File: config.mk
export PLATFORM = sky130hd
export DESIGN_NAME = hkvm_ram
export DESIGN_NICKNAME = d
export VERILOG_FILES = /design/src/hw/rtl/hkvm_ram.sv
export SDC_FILE = /design/constraint.sdc
export NUM_CORES = 1
export LEC_CHECK = 0
export BUFFER_PORTS_ARGS = -buffer_cell sky130_fd_sc_hd__buf_2
export CAP_MARGIN = 25
export CORE_ASPECT_RATIO = 0.75
export CORE_MARGIN = 4
export CORE_UTILIZATION = 40
export CTS_CLUSTER_SIZE = 20
export DETAILED_ROUTE_END_ITERATION = 7
export GPL_TIMING_DRIVEN = 0
export SLEW_MARGIN = 30
export SYNTH_ARGS = -nofsm -noshare
export SYNTH_HDL_FRONTEND = slang
export SYNTH_SLANG_ARGS = --single-unit
File: constraint.sdc
create_clock -name clk_i -period 2.7 [get_ports clk_i]
set_input_delay 0 -clock clk_i [delete_from_list [all_inputs] [get_ports clk_i]]
set_output_delay 0 -clock clk_i [all_outputs]
set_load 0.1 [all_outputs]
File: src/hw/rtl/hkvm_ram.sv
// ----------------------------------------------------------------------------
// hkvm_ram: generic single-clock RAM
// One write port and one read port; the read data is registered, so it
// appears in the cycle after the read enable and holds until the next read.
// ----------------------------------------------------------------------------
module hkvm_ram #(
  parameter int unsigned Width = 8,
  parameter int unsigned Depth = 16
) (
  input  logic                              clk_i,
  input  logic                              we_i,
  input  logic [$clog2(Depth)-1:0]          waddr_i,
  input  logic [Width-1:0]                  wdata_i,
  input  logic                              re_i,
  input  logic [$clog2(Depth)-1:0]          raddr_i,
  output logic [Width-1:0]                  rdata_o
);

  logic [Width-1:0] mem [Depth];
  logic [Width-1:0] rdata_q;

  always_ff @(posedge clk_i) begin
    if (we_i) begin
      mem[waddr_i] <= wdata_i;
    end
    if (re_i) begin
      rdata_q <= mem[raddr_i];
    end
  end

  assign rdata_o = rdata_q;

endmodule

==> impl_results.rst, run 1 <==
.. list-table::
   :header-rows: 1

   * - Metric
     - Value
   * - Status
     - finished, violations left
   * - Violated checks
     - negative hold slack
   * - Type of element launching the critical path
     - register
   * - Reg2reg setup slack
     - 1150 ps
   * - Register share of total power
     - 44.2%
   * - Layout Nets
     - approximately 300
   * - Count leader, synth
     - sky130_fd_sc_hd__edfxtp_1
   * - Max_slew headroom
     - a little under half
   * - Total half-perimeter wirelength after legalization and detailed placement
     - ~6500 um
   * - Leak pwr
     - between 2 and 2.5 nW
   * - Number of H-tree levels
     - 4
   * - Final hold violations
     - 5
   * - Initial core utilization
     - around two fifths
   * - Residual overflow from global routing
     - 0
   * - Number of buffers added for setup after CTS
     - 0
   * - Combinational share of power
     - ~5.7%
   * - Worst-Margin Slew
     - 811 ps
   * - Layout cell share with drive strength beyond 1
     - 30.8%
   * - Count of standard-cell rows
     - 35
   * - Area of placed instances
     - between 5000 and 6000 um^2
   * - Quantity of hold-fixing buffers added after cts
     - 6
   * - Reg-to-reg endpoint
     - rdata_o[0]$_DFFE_PP_
   * - Post-route design area
     - ~6300 um^2
   * - Setup repair after global routing missed its margin
     - false
   * - Quantity of I/O buffers inserted on ports
     - 25
   * - Worst path cell trace
     - mux4_1 > a22oi_1 > nand2_1
   * - Highest signal layer in the routed design
     - met4
   * - Post-route minimum period
     - ~1500 ps
   * - Multi-input gate area
     - roughly 1100 um^2
   * - Antenna violations before repair
     - 0
   * - Final antenna-violating net count
     - 0
   * - Number of global-route vias before repair
     - 2,478
   * - Number of setup violations in the final report
     - 0
   * - Worst setup endpoint
     - rdata_o[0]$_DFFE_PP_
   * - Post-synthesis sequential area ratio
     - approximately 78%
   * - Largest net degree at the start of global routing
     - 17
   * - Path depth of the worst reg2reg path
     - 3
   * - Iter 0 DRT Violations
     - 248
   * - Top cell type by total area after synthesis
     - sky130_fd_sc_hd__edfxtp_1
   * - Critical path launch point
     - mem[5][0]$_DFFE_PP_
   * - CTS sink count
     - 136
   * - Filler Cells Inserted
     - just over 1,000
   * - Clk pin slew, worst setup/hold paths
     - around 60 ps
   * - Slack of the critical path
     - approximately 1200 ps
   * - Levels on crit path
     - 3
   * - Clock power frac
     - 50.1%
   * - Syn nets
     - around 250
   * - Hold WC Path Type
     - input pin to register
   * - Met1 routed wirelength after detailed routing
     - around 4800 um
   * - Post-Synthesis Mean Instance Area
     - roughly 23 um^2
   * - Arrival @ worst endpoint
     - between 1500 and 2000 ps
   * - Routability Congestion
     - ~0.76
   * - Category of the critical setup timing path
     - register to register
   * - Endpoint type of the worst setup path
     - register
   * - CORE AREA
     - approximately 13,000 um^2
   * - Number of instances in the synthesized netlist
     - 229
   * - Number of cells on the worst hold path
     - 1
   * - Total DRC errors in the routed layout
     - 0
   * - Total vias in the final route
     - ~2,400
   * - Top fanout value on the critical path
     - 1
   * - Switching pwr
     - between 1 and 1.5 mW
   * - Drt via density
     - between 5 and 6
   * - DIE HEIGHT
     - approximately 110 um
   * - Routed met2 length
     - 4450 um
   * - Total negative setup slack
     - 0 ps
   * - Top_reg_cell synth
     - sky130_fd_sc_hd__edfxtp_1
   * - Delay-heaviest family, CP
     - multiplexers
   * - Gr usage total
     - around 14%
   * - Crit-path max cell delay
     - 570 ps
   * - Top cell type's share of synthesized area
     - approximately 80%
   * - FF/Latch Area
     - approximately 4000 um^2
   * - Horiz. Die Dim
     - about 140 um
   * - Share of async-settable or async-resettable flops after synthesis
     - 0%
   * - Util after Layout
     - between 50 and 60%
   * - Overall power after layout
     - roughly 5.4 mW
   * - PD cells
     - between 800 and 900 nW/um^2
   * - Routed length per instance
     - 21.9 um
   * - Die area
     - around 15,000 um^2
   * - Synthesized flop and latch total
     - approximately 140
   * - Relative area change from synthesis to final layout
     - 21.3%
   * - Post-synthesis cell type count
     - 18
   * - Total count of max-transition violations in the final report
     - 0
   * - Synth cell count leaders
     - sky130_fd_sc_hd__edfxtp_1 (136), sky130_fd_sc_hd__mux4_2 (18), sky130_fd_sc_hd__a22oi_1 (16)
   * - # Max-Cap Violations
     - 0
   * - I/O pin count
     - 27
   * - Met3 layer wire length in the routed design
     - approximately 630 um
   * - Cell Area, Synth
     - between 5000 and 6000 um^2
   * - Wire length after detailed routing
     - roughly 10,000 um
   * - Number of flops mapped to enable cells by yosys
     - around 140
   * - Buffers and inverters on the worst path
     - 0
   * - Top cells by area, synth
     - sky130_fd_sc_hd__edfxtp_1 (78%), sky130_fd_sc_hd__mux4_2 (7.8%), sky130_fd_sc_hd__mux4_1 (7.0%)
   * - Internal power consumption
     - ~4.3 mW
   * - VDD IR-drop max
     - ~0.48 mV
   * - Number of CTS-inserted buffers
     - 17
   * - Maximum buffer depth of the clock tree
     - 2
   * - Reg-to-reg startpoint
     - mem[5][0]$_DFFE_PP_
   * - Clock tree from TritonCTS
     - yes
   * - Worst Skew
     - around 4.2 ps
   * - Clock tree root buffer cell
     - sky130_fd_sc_hd__clkbuf_16
   * - Post-route clock period utilization
     - 57.2%
   * - Global-route wire length before repair
     - approximately 15,000 um
   * - Diode insertion count for antenna repair
     - 0
   * - Tightest hold margin
     - -1.87 ps
   * - Later-pin clock latency in the skew report
     - 410 ps
   * - First-pass DRT Iterations
     - 4
   * - Worst path required time
     - about 2900 ps
   * - Switching power as a share of total power
     - 20.3%
   * - Post-CTS sizing
     - 0
   * - Yosys warning total
     - 0
   * - Critical-path top delay cell
     - sky130_fd_sc_hd__mux4_1
   * - Worst slack, placed
     - roughly 980 ps
   * - Highest clock rate
     - about 650 MHz
[power groups by stage]
stage	logic, mW	registers, mW	clock network [mW]
after floorplan	0.120	2.51	0
after global placement	0.299	2.43	0
after detailed placement	0.303	2.43	0
after CTS	0.311	2.39	2.73
after global routing	0.327	2.39	2.84
final	0.307	2.39	2.71
[how the worst min path moves through the flow]
stage	startpoint	end	slack, ps
detailed placement	re_i	rdata_o[3]$_DFFE_PP_	340
CTS	wdata_i[0]	mem[0][0]$_DFFE_PP_	0.9
floorplan	wdata_i[0]	mem[0][0]$_DFFE_PP_	100
global placement	re_i	rdata_o[7]$_DFFE_PP_	330
global route	wdata_i[3]	mem[11][3]$_DFFE_PP_	4
finish	wdata_i[0]	mem[7][0]$_DFFE_PP_	-2
[final cells by class]
cell class | count | share of cell area [%]
clock buffer | 17 | 6.71
tap | 166 | 3.28
multi-input combinational | 83 | 17.0
buffer | 10 | 1.36
clock inverter | 15 | 4.32
timing repair buffer | 31 | 2.92
sequential | 136 | 64.4
[metrics by stage]
stage	hold slack [ps]	std cells
2_1_floorplan	98.9	229
3_3_place_gp	331	420
6_report	-1.87	458
4_1_cts	0.860	458
3_5_place_dp	338	420
5_1_grt	3.67	458
[cells in the final DEF, fill, tap and decap left out, types with 6 or more instances in the layout]
| cell type | n |
|---|---|
| sky130_fd_sc_hd__clkbuf_16 | 17 |
| sky130_fd_sc_hd__mux4_2 | 18 |
| sky130_fd_sc_hd__nand2_1 | 9 |
| sky130_fd_sc_hd__edfxtp_1 | 136 |
| sky130_fd_sc_hd__mux4_1 | 14 |
| sky130_fd_sc_hd__buf_2 | 28 |
| sky130_fd_sc_hd__dlygate4sd3_1 | 6 |
| sky130_fd_sc_hd__a22oi_1 | 16 |
| sky130_fd_sc_hd__bufinv_16 | 7 |
| sky130_fd_sc_hd__nor2_1 | 13 |
[kinds of logic after synthesis]
| kind of cell | share of synthesized area, % |
|---|---|
| flops | 78.1 |
| buf+inv | 1.65 |
| simple gates | 3.14 |
| compound gates | 2.30 |
| mux | 14.8 |
[flip-flops by register name, summed over array words and instances, names as in the netlist]
register  flops
rdata_o       8
mem         128
[routing by layer]
metal,GRT usage [%],vias up
li1,-,1084
met1,21.4,1235
met2,20.0,79
met3,4.15,16
met4,5.60,0
met5,0,-
No activity file was read; power rests on OpenSTA's default activity.
==> inputs of run 2 (changes only) <==
Clock period 2.7 ns to 1.25 ns, I/O delays scaled along.
==> impl_results.rst, run 2 (synthesis results as in run 1) <==
.. list-table::
   :header-rows: 1

   * - Metric
     - Value
   * - Worst-Margin Slew
     - between 800 and 900 ps
   * - PD cells
     - roughly 1700 nW/um^2
   * - Count of standard-cell rows
     - 35
   * - Routed length per instance
     - 22.3 um
   * - DIE HEIGHT
     - about 110 um
   * - Wire length after detailed routing
     - roughly 10,000 um
   * - Initial core utilization
     - 41.7%
   * - Number of H-tree levels
     - 4
   * - Global-route wire length before repair
     - between 15,000 and 20,000 um
   * - Endpoint type of the worst setup path
     - register
   * - Largest net degree at the start of global routing
     - 17
   * - Maximum buffer depth of the clock tree
     - 2
   * - Setup repair after global routing missed its margin
     - true
   * - Number of setup violations in the final report
     - 8
   * - Clock tree from TritonCTS
     - yes
   * - Status
     - finished, violations left
   * - Max_slew headroom
     - 42.4%
   * - Type of element launching the critical path
     - register
   * - Total DRC errors in the routed layout
     - 0
   * - Number of CTS-inserted buffers
     - 17
   * - Quantity of I/O buffers inserted on ports
     - 25
   * - Post-route minimum period
     - approximately 1500 ps
   * - Residual overflow from global routing
     - 0
   * - Worst path required time
     - ~1400 ps
   * - Number of global-route vias before repair
     - around 2,500
   * - Max FFs per register
     - 128
   * - Relative area change from synthesis to final layout
     - 19.8%
   * - Highest clock rate
     - between 600 and 700 MHz
   * - Diode insertion count for antenna repair
     - 0
   * - Tightest hold margin
     - between 10 and 15 ps
   * - First-pass DRT Iterations
     - 4
   * - Antenna violations before repair
     - 0
   * - Clk pin slew, worst setup/hold paths
     - about 60 ps
   * - I/O pin count
     - 27
   * - Violated checks
     - negative setup slack
   * - Total count of max-transition violations in the final report
     - 0
   * - CTS sink count
     - around 140
   * - Layout cell share with drive strength beyond 1
     - between 30% and 40%
   * - Total vias in the final route
     - around 2,400
   * - Arrival @ worst endpoint
     - 1610 ps
   * - Number of buffers added for setup after CTS
     - 0
   * - Hold WC Path Type
     - input pin to register
   * - Top fanout value on the critical path
     - 1
   * - Leak pwr
     - around 2.0 nW
   * - Horiz. Die Dim
     - roughly 140 um
   * - Reg2reg setup slack
     - -210 ps
   * - Iter 0 DRT Violations
     - between 150 and 200
   * - CORE AREA
     - around 13,000 um^2
   * - Layout Nets
     - ~300
   * - Util after Layout
     - about half
   * - VDD IR-drop max
     - about 1.1 mV
   * - Worst slack, placed
     - -478 ps
   * - Most frequent cells in the layout
     - sky130_fd_sc_hd__edfxtp_1 (136), sky130_fd_sc_hd__mux4_2 (32), sky130_fd_sc_hd__buf_2 (28)
   * - Die area
     - between 10,000 and 15,000 um^2
   * - Post-route clock period utilization
     - 117%
   * - Drt via density
     - about 5.3
   * - Register containing the most flip-flops in the final layout
     - mem
   * - Final hold violations
     - 0
   * - Post-route design area
     - ~6300 um^2
   * - # Max-Cap Violations
     - 0
   * - Area of placed instances
     - approximately 5500 um^2
   * - Category of the critical setup timing path
     - register to register
   * - Later-pin clock latency in the skew report
     - around 410 ps
   * - Slack of the critical path
     - -209 ps
   * - Total half-perimeter wirelength after legalization and detailed placement
     - between 6000 and 7000 um
   * - Routability Congestion
     - 0.737
   * - Most common library cell in the layout ignoring fill and taps
     - sky130_fd_sc_hd__edfxtp_1
   * - Gr usage total
     - about 15%
   * - Final antenna-violating net count
     - 0
   * - Worst Skew
     - 5.16 ps
   * - Clock tree root buffer cell
     - sky130_fd_sc_hd__clkbuf_16
run 2: worst max-delay path: stages, from the launching register on:
cell	delay, ps
sky130_fd_sc_hd__edfxtp_1	360
sky130_fd_sc_hd__mux4_2	530
sky130_fd_sc_hd__a22oi_2	200
sky130_fd_sc_hd__nand2_2	100
run 2: per-layer routing:
layer | vias to the layer above | track usage [%] | wire, um
met3 | 13 | 4.55 | 1090
met5 | - | 0 | 0
met1 | 1247 | 21.9 | 4530
met4 | 0 | 5.19 | 134
li1 | 1070 | - | -
met2 | 102 | 20.5 | 4470
run 2: layout make-up:
| class | count | area (um^2) |
|---|---|---|
| tap | 166 | 208 |
| sequential | 136 | 4080 |
| clock buffer | 17 | 425 |
| multi-input combinational | 83 | 1090 |
| fill | 1031 | 6260 |
| timing repair buffer | 32 | 195 |
| buffer | 10 | 86.3 |
| clock inverter | 15 | 180 |
run 2: through the flow:
step | power [mW] | std cells | setup TNS, ps
finish | 10.9 | 459 | -1310
global route | 11.2 | 459 | -1620
CTS | 10.9 | 459 | -1570
detailed placement | 5.93 | 420 | -30370
global placement | 5.91 | 420 | -36570
floorplan | 5.69 | 229 | -518
run 2: path summary, 6_finish.rpt:
path	cells after the start	end	startpoint
worst min register to register	3	rdata_o[2]$_DFFE_PP_	mem[9][2]$_DFFE_PP_
worst max-delay path	3	rdata_o[0]$_DFFE_PP_	mem[7][0]$_DFFE_PP_
worst min-delay path	1	mem[15][0]$_DFFE_PP_	wdata_i[0]
worst max register to register	3	rdata_o[0]$_DFFE_PP_	mem[7][0]$_DFFE_PP_
run 2: repair_timing:
item                                    CTS  global route
hold buffers                              7             0
gates resized for setup                   8             6
hold endpoints to repair                 80             0
pin swaps                                 0             0
endpoints found under the setup margin   40             8
run 2: power by group:
group	switching, mW	internal [mW]	total [mW]
combinational	0.478	0.229	0.706
clock	1.89	3.13	5.03
sequential	0.0216	5.14	5.16
==> inputs of run 3 (changes only) <==
Settings changed: CORE_MARGIN 4 to not set.
==> impl_results.rst, run 3 (synthesis results as in run 1) <==
.. list-table::
   :header-rows: 1

   * - Metric
     - Value
   * - Type of element launching the critical path
     - register
   * - Maximum buffer depth of the clock tree
     - 2
   * - Global-route wire length before repair
     - around 15,000 um
   * - Top fanout value on the critical path
     - 1
   * - Final antenna-violating net count
     - 0
   * - Antenna violations before repair
     - 0
   * - Residual overflow from global routing
     - 0
   * - Area of placed instances
     - around 5500 um^2
   * - Drt via density
     - ~5.3
   * - Routed length per instance
     - 22.7 um
   * - Quantity of I/O buffers inserted on ports
     - 25
   * - Most common library cell in the layout ignoring fill and taps
     - sky130_fd_sc_hd__edfxtp_1
   * - Number of H-tree levels
     - 4
   * - CORE AREA
     - between 10,000 and 15,000 um^2
   * - Critical-path top delay cell
     - sky130_fd_sc_hd__mux4_2
   * - Total half-perimeter wirelength after legalization and detailed placement
     - 6590 um
   * - Filler Cells Inserted
     - ~1,000
   * - Clk pin slew, worst setup/hold paths
     - ~60 ps
   * - Wire length after detailed routing
     - ~10,000 um
   * - Iter 0 DRT Violations
     - 192
   * - I/O pin count
     - 27
   * - First-pass DRT Iterations
     - 4
   * - Largest net degree at the start of global routing
     - 17
   * - Violated checks
     - negative setup slack
   * - Post-route clock period utilization
     - 117%
   * - Register containing the most flip-flops in the final layout
     - mem
   * - Post-route minimum period
     - approximately 1500 ps
   * - Clock tree root buffer cell
     - sky130_fd_sc_hd__clkbuf_16
   * - Horiz. Die Dim
     - ~130 um
   * - Category of the critical setup timing path
     - register to register
   * - Switching power as a share of total power
     - roughly 21%
   * - Layout Nets
     - approximately 300
   * - Status
     - finished, violations left
   * - Combinational share of power
     - roughly 6.6%
   * - Endpoint type of the worst setup path
     - register
   * - Reg-to-reg startpoint
     - mem[6][0]$_DFFE_PP_
   * - Later-pin clock latency in the skew report
     - 410 ps
   * - DIE HEIGHT
     - approximately 100 um
   * - Clock tree from TritonCTS
     - yes
   * - Layout cell share with drive strength beyond 1
     - a little over a third
   * - Setup repair after global routing missed its margin
     - true
   * - Most frequent cells in the layout
     - sky130_fd_sc_hd__edfxtp_1 (136), sky130_fd_sc_hd__mux4_2 (32), sky130_fd_sc_hd__buf_2 (28)
   * - Worst Skew
     - around 3.6 ps
   * - Routability Congestion
     - just under 0.7
   * - Internal power consumption
     - 8.25 mW
   * - Start point of the worst hold path
     - wdata_i[0]
   * - Tightest hold margin
     - between 15 and 20 ps
   * - Hold WC Path Type
     - input pin to register
   * - Die area
     - 13,500 um^2
   * - Arrival @ worst endpoint
     - roughly 1600 ps
   * - # Max-Cap Violations
     - 0
   * - Final hold violations
     - 0
   * - Post-route design area
     - roughly 6000 um^2
   * - Number of global-route vias before repair
     - roughly 2,500
   * - Total count of max-transition violations in the final report
     - 0
   * - Count of standard-cell rows
     - 35
   * - Number of CTS-inserted buffers
     - 17
   * - Relative area change from synthesis to final layout
     - 18.2%
   * - Max_slew headroom
     - 46.0%
   * - Worst-Margin Slew
     - a little over 800 ps
   * - Leak pwr
     - 2.00 nW
   * - Worst path required time
     - around 1400 ps
   * - VDD IR-drop max
     - 0.979 mV
   * - Register share of total power
     - a little under 50%
   * - Clock power frac
     - ~44%
   * - Highest clock rate
     - between 600 and 700 MHz
   * - PD cells
     - ~1700 nW/um^2
   * - Total vias in the final route
     - roughly 2,400
   * - Critical path launch point
     - mem[6][0]$_DFFE_PP_
   * - Number of setup violations in the final report
     - 8
   * - Diode insertion count for antenna repair
     - 0
   * - Switching pwr
     - 2.26 mW
   * - Initial core utilization
     - a little over two fifths
   * - Total DRC errors in the routed layout
     - 0
   * - Slack of the critical path
     - -214 ps
   * - Worst path cell trace
     - mux4_2 > a22oi_2 > nand2_1
   * - Gr usage total
     - 17.1%
   * - Max FFs per register
     - 128
   * - Crit-path max cell delay
     - 530 ps
   * - CTS sink count
     - about 140
run 3: cell count changes in the layout (fill, tap and decap cells not counted), sizes merged:
cell | before | now
clkinv | 6 | 9
bufinv | 3 | 2
clkinvlp | 6 | 1
clkbuf | 17 | 20
run 3: final cells by class:
type | count | area (um^2) | area share, %
Multi-Input combinational cell | 83 | 1060 | 17.1
Timing Repair Buffer | 32 | 195 | 3.16
Clock buffer | 20 | 437 | 7.07
Tap cell | 166 | 208 | 3.36
Buffer | 10 | 86.3 | 1.40
Sequential cell | 136 | 4080 | 66.1
Clock inverter | 12 | 109 | 1.76
run 3: final timing paths:
check | end | cells after the start | slack, ps
worst max-delay path | rdata_o[0]$_DFFE_PP_ | 3 | -210
worst min-delay path | mem[14][0]$_DFFE_PP_ | 1 | 20
worst max register to register | rdata_o[0]$_DFFE_PP_ | 3 | -210
worst min register to register | rdata_o[3]$_DFFE_PP_ | 3 | 760
run 3: per-stage QoR:
step	setup slack (ps)	std cells	setup TNS, ps	power [mW]	util (%)
3_5_place_dp	-502	420	-31560	5.93	44.1
5_1_grt	-270	459	-1880	10.8	49.3
3_3_place_gp	-581	420	-38620	5.91	44.0
4_1_cts	-230	459	-1590	10.6	49.2
6_report	-214	459	-1420	10.5	49.3
2_1_floorplan	-16.4	229	-518	5.69	-
run 3: worst max-delay path, delay by kind of cell, from the launching register on:
family	cells	cell delay, ps
simple gates	1	120
flops	1	370
mux	1	530
compound gates	1	180
run 3: what timing repair did:
action                                 CTS  global route
setup endpoints to repair               24            24
endpoints found under the hold margin   75             0
gates resized for setup                  5             3
hold buffers                             7             0
pin swaps                                0             0
buffers inserted                         0             0
run 3: power groups by stage:
stage,clock [mW],sequential [mW],combinational [mW]
CTS,4.70,5.16,0.698
global route,4.88,5.17,0.740
global placement,0,5.25,0.661
finish,4.65,5.16,0.694
detailed placement,0,5.26,0.672
floorplan,0,5.42,0.269
run 3: routing by layer:
layer / vias to the layer above / wire, um / part of all wire (%) / GRT usage (%)
met3: 7 / 931 / 8.9 / 5.03
li1: 1073 / - / - / -
met5: - / 0 / 0 / 0
met2: 86 / 4560 / 44 / 23.7
met1: 1256 / 4860 / 47 / 25.0
met4: 0 / 95 / 0.91 / 7.08
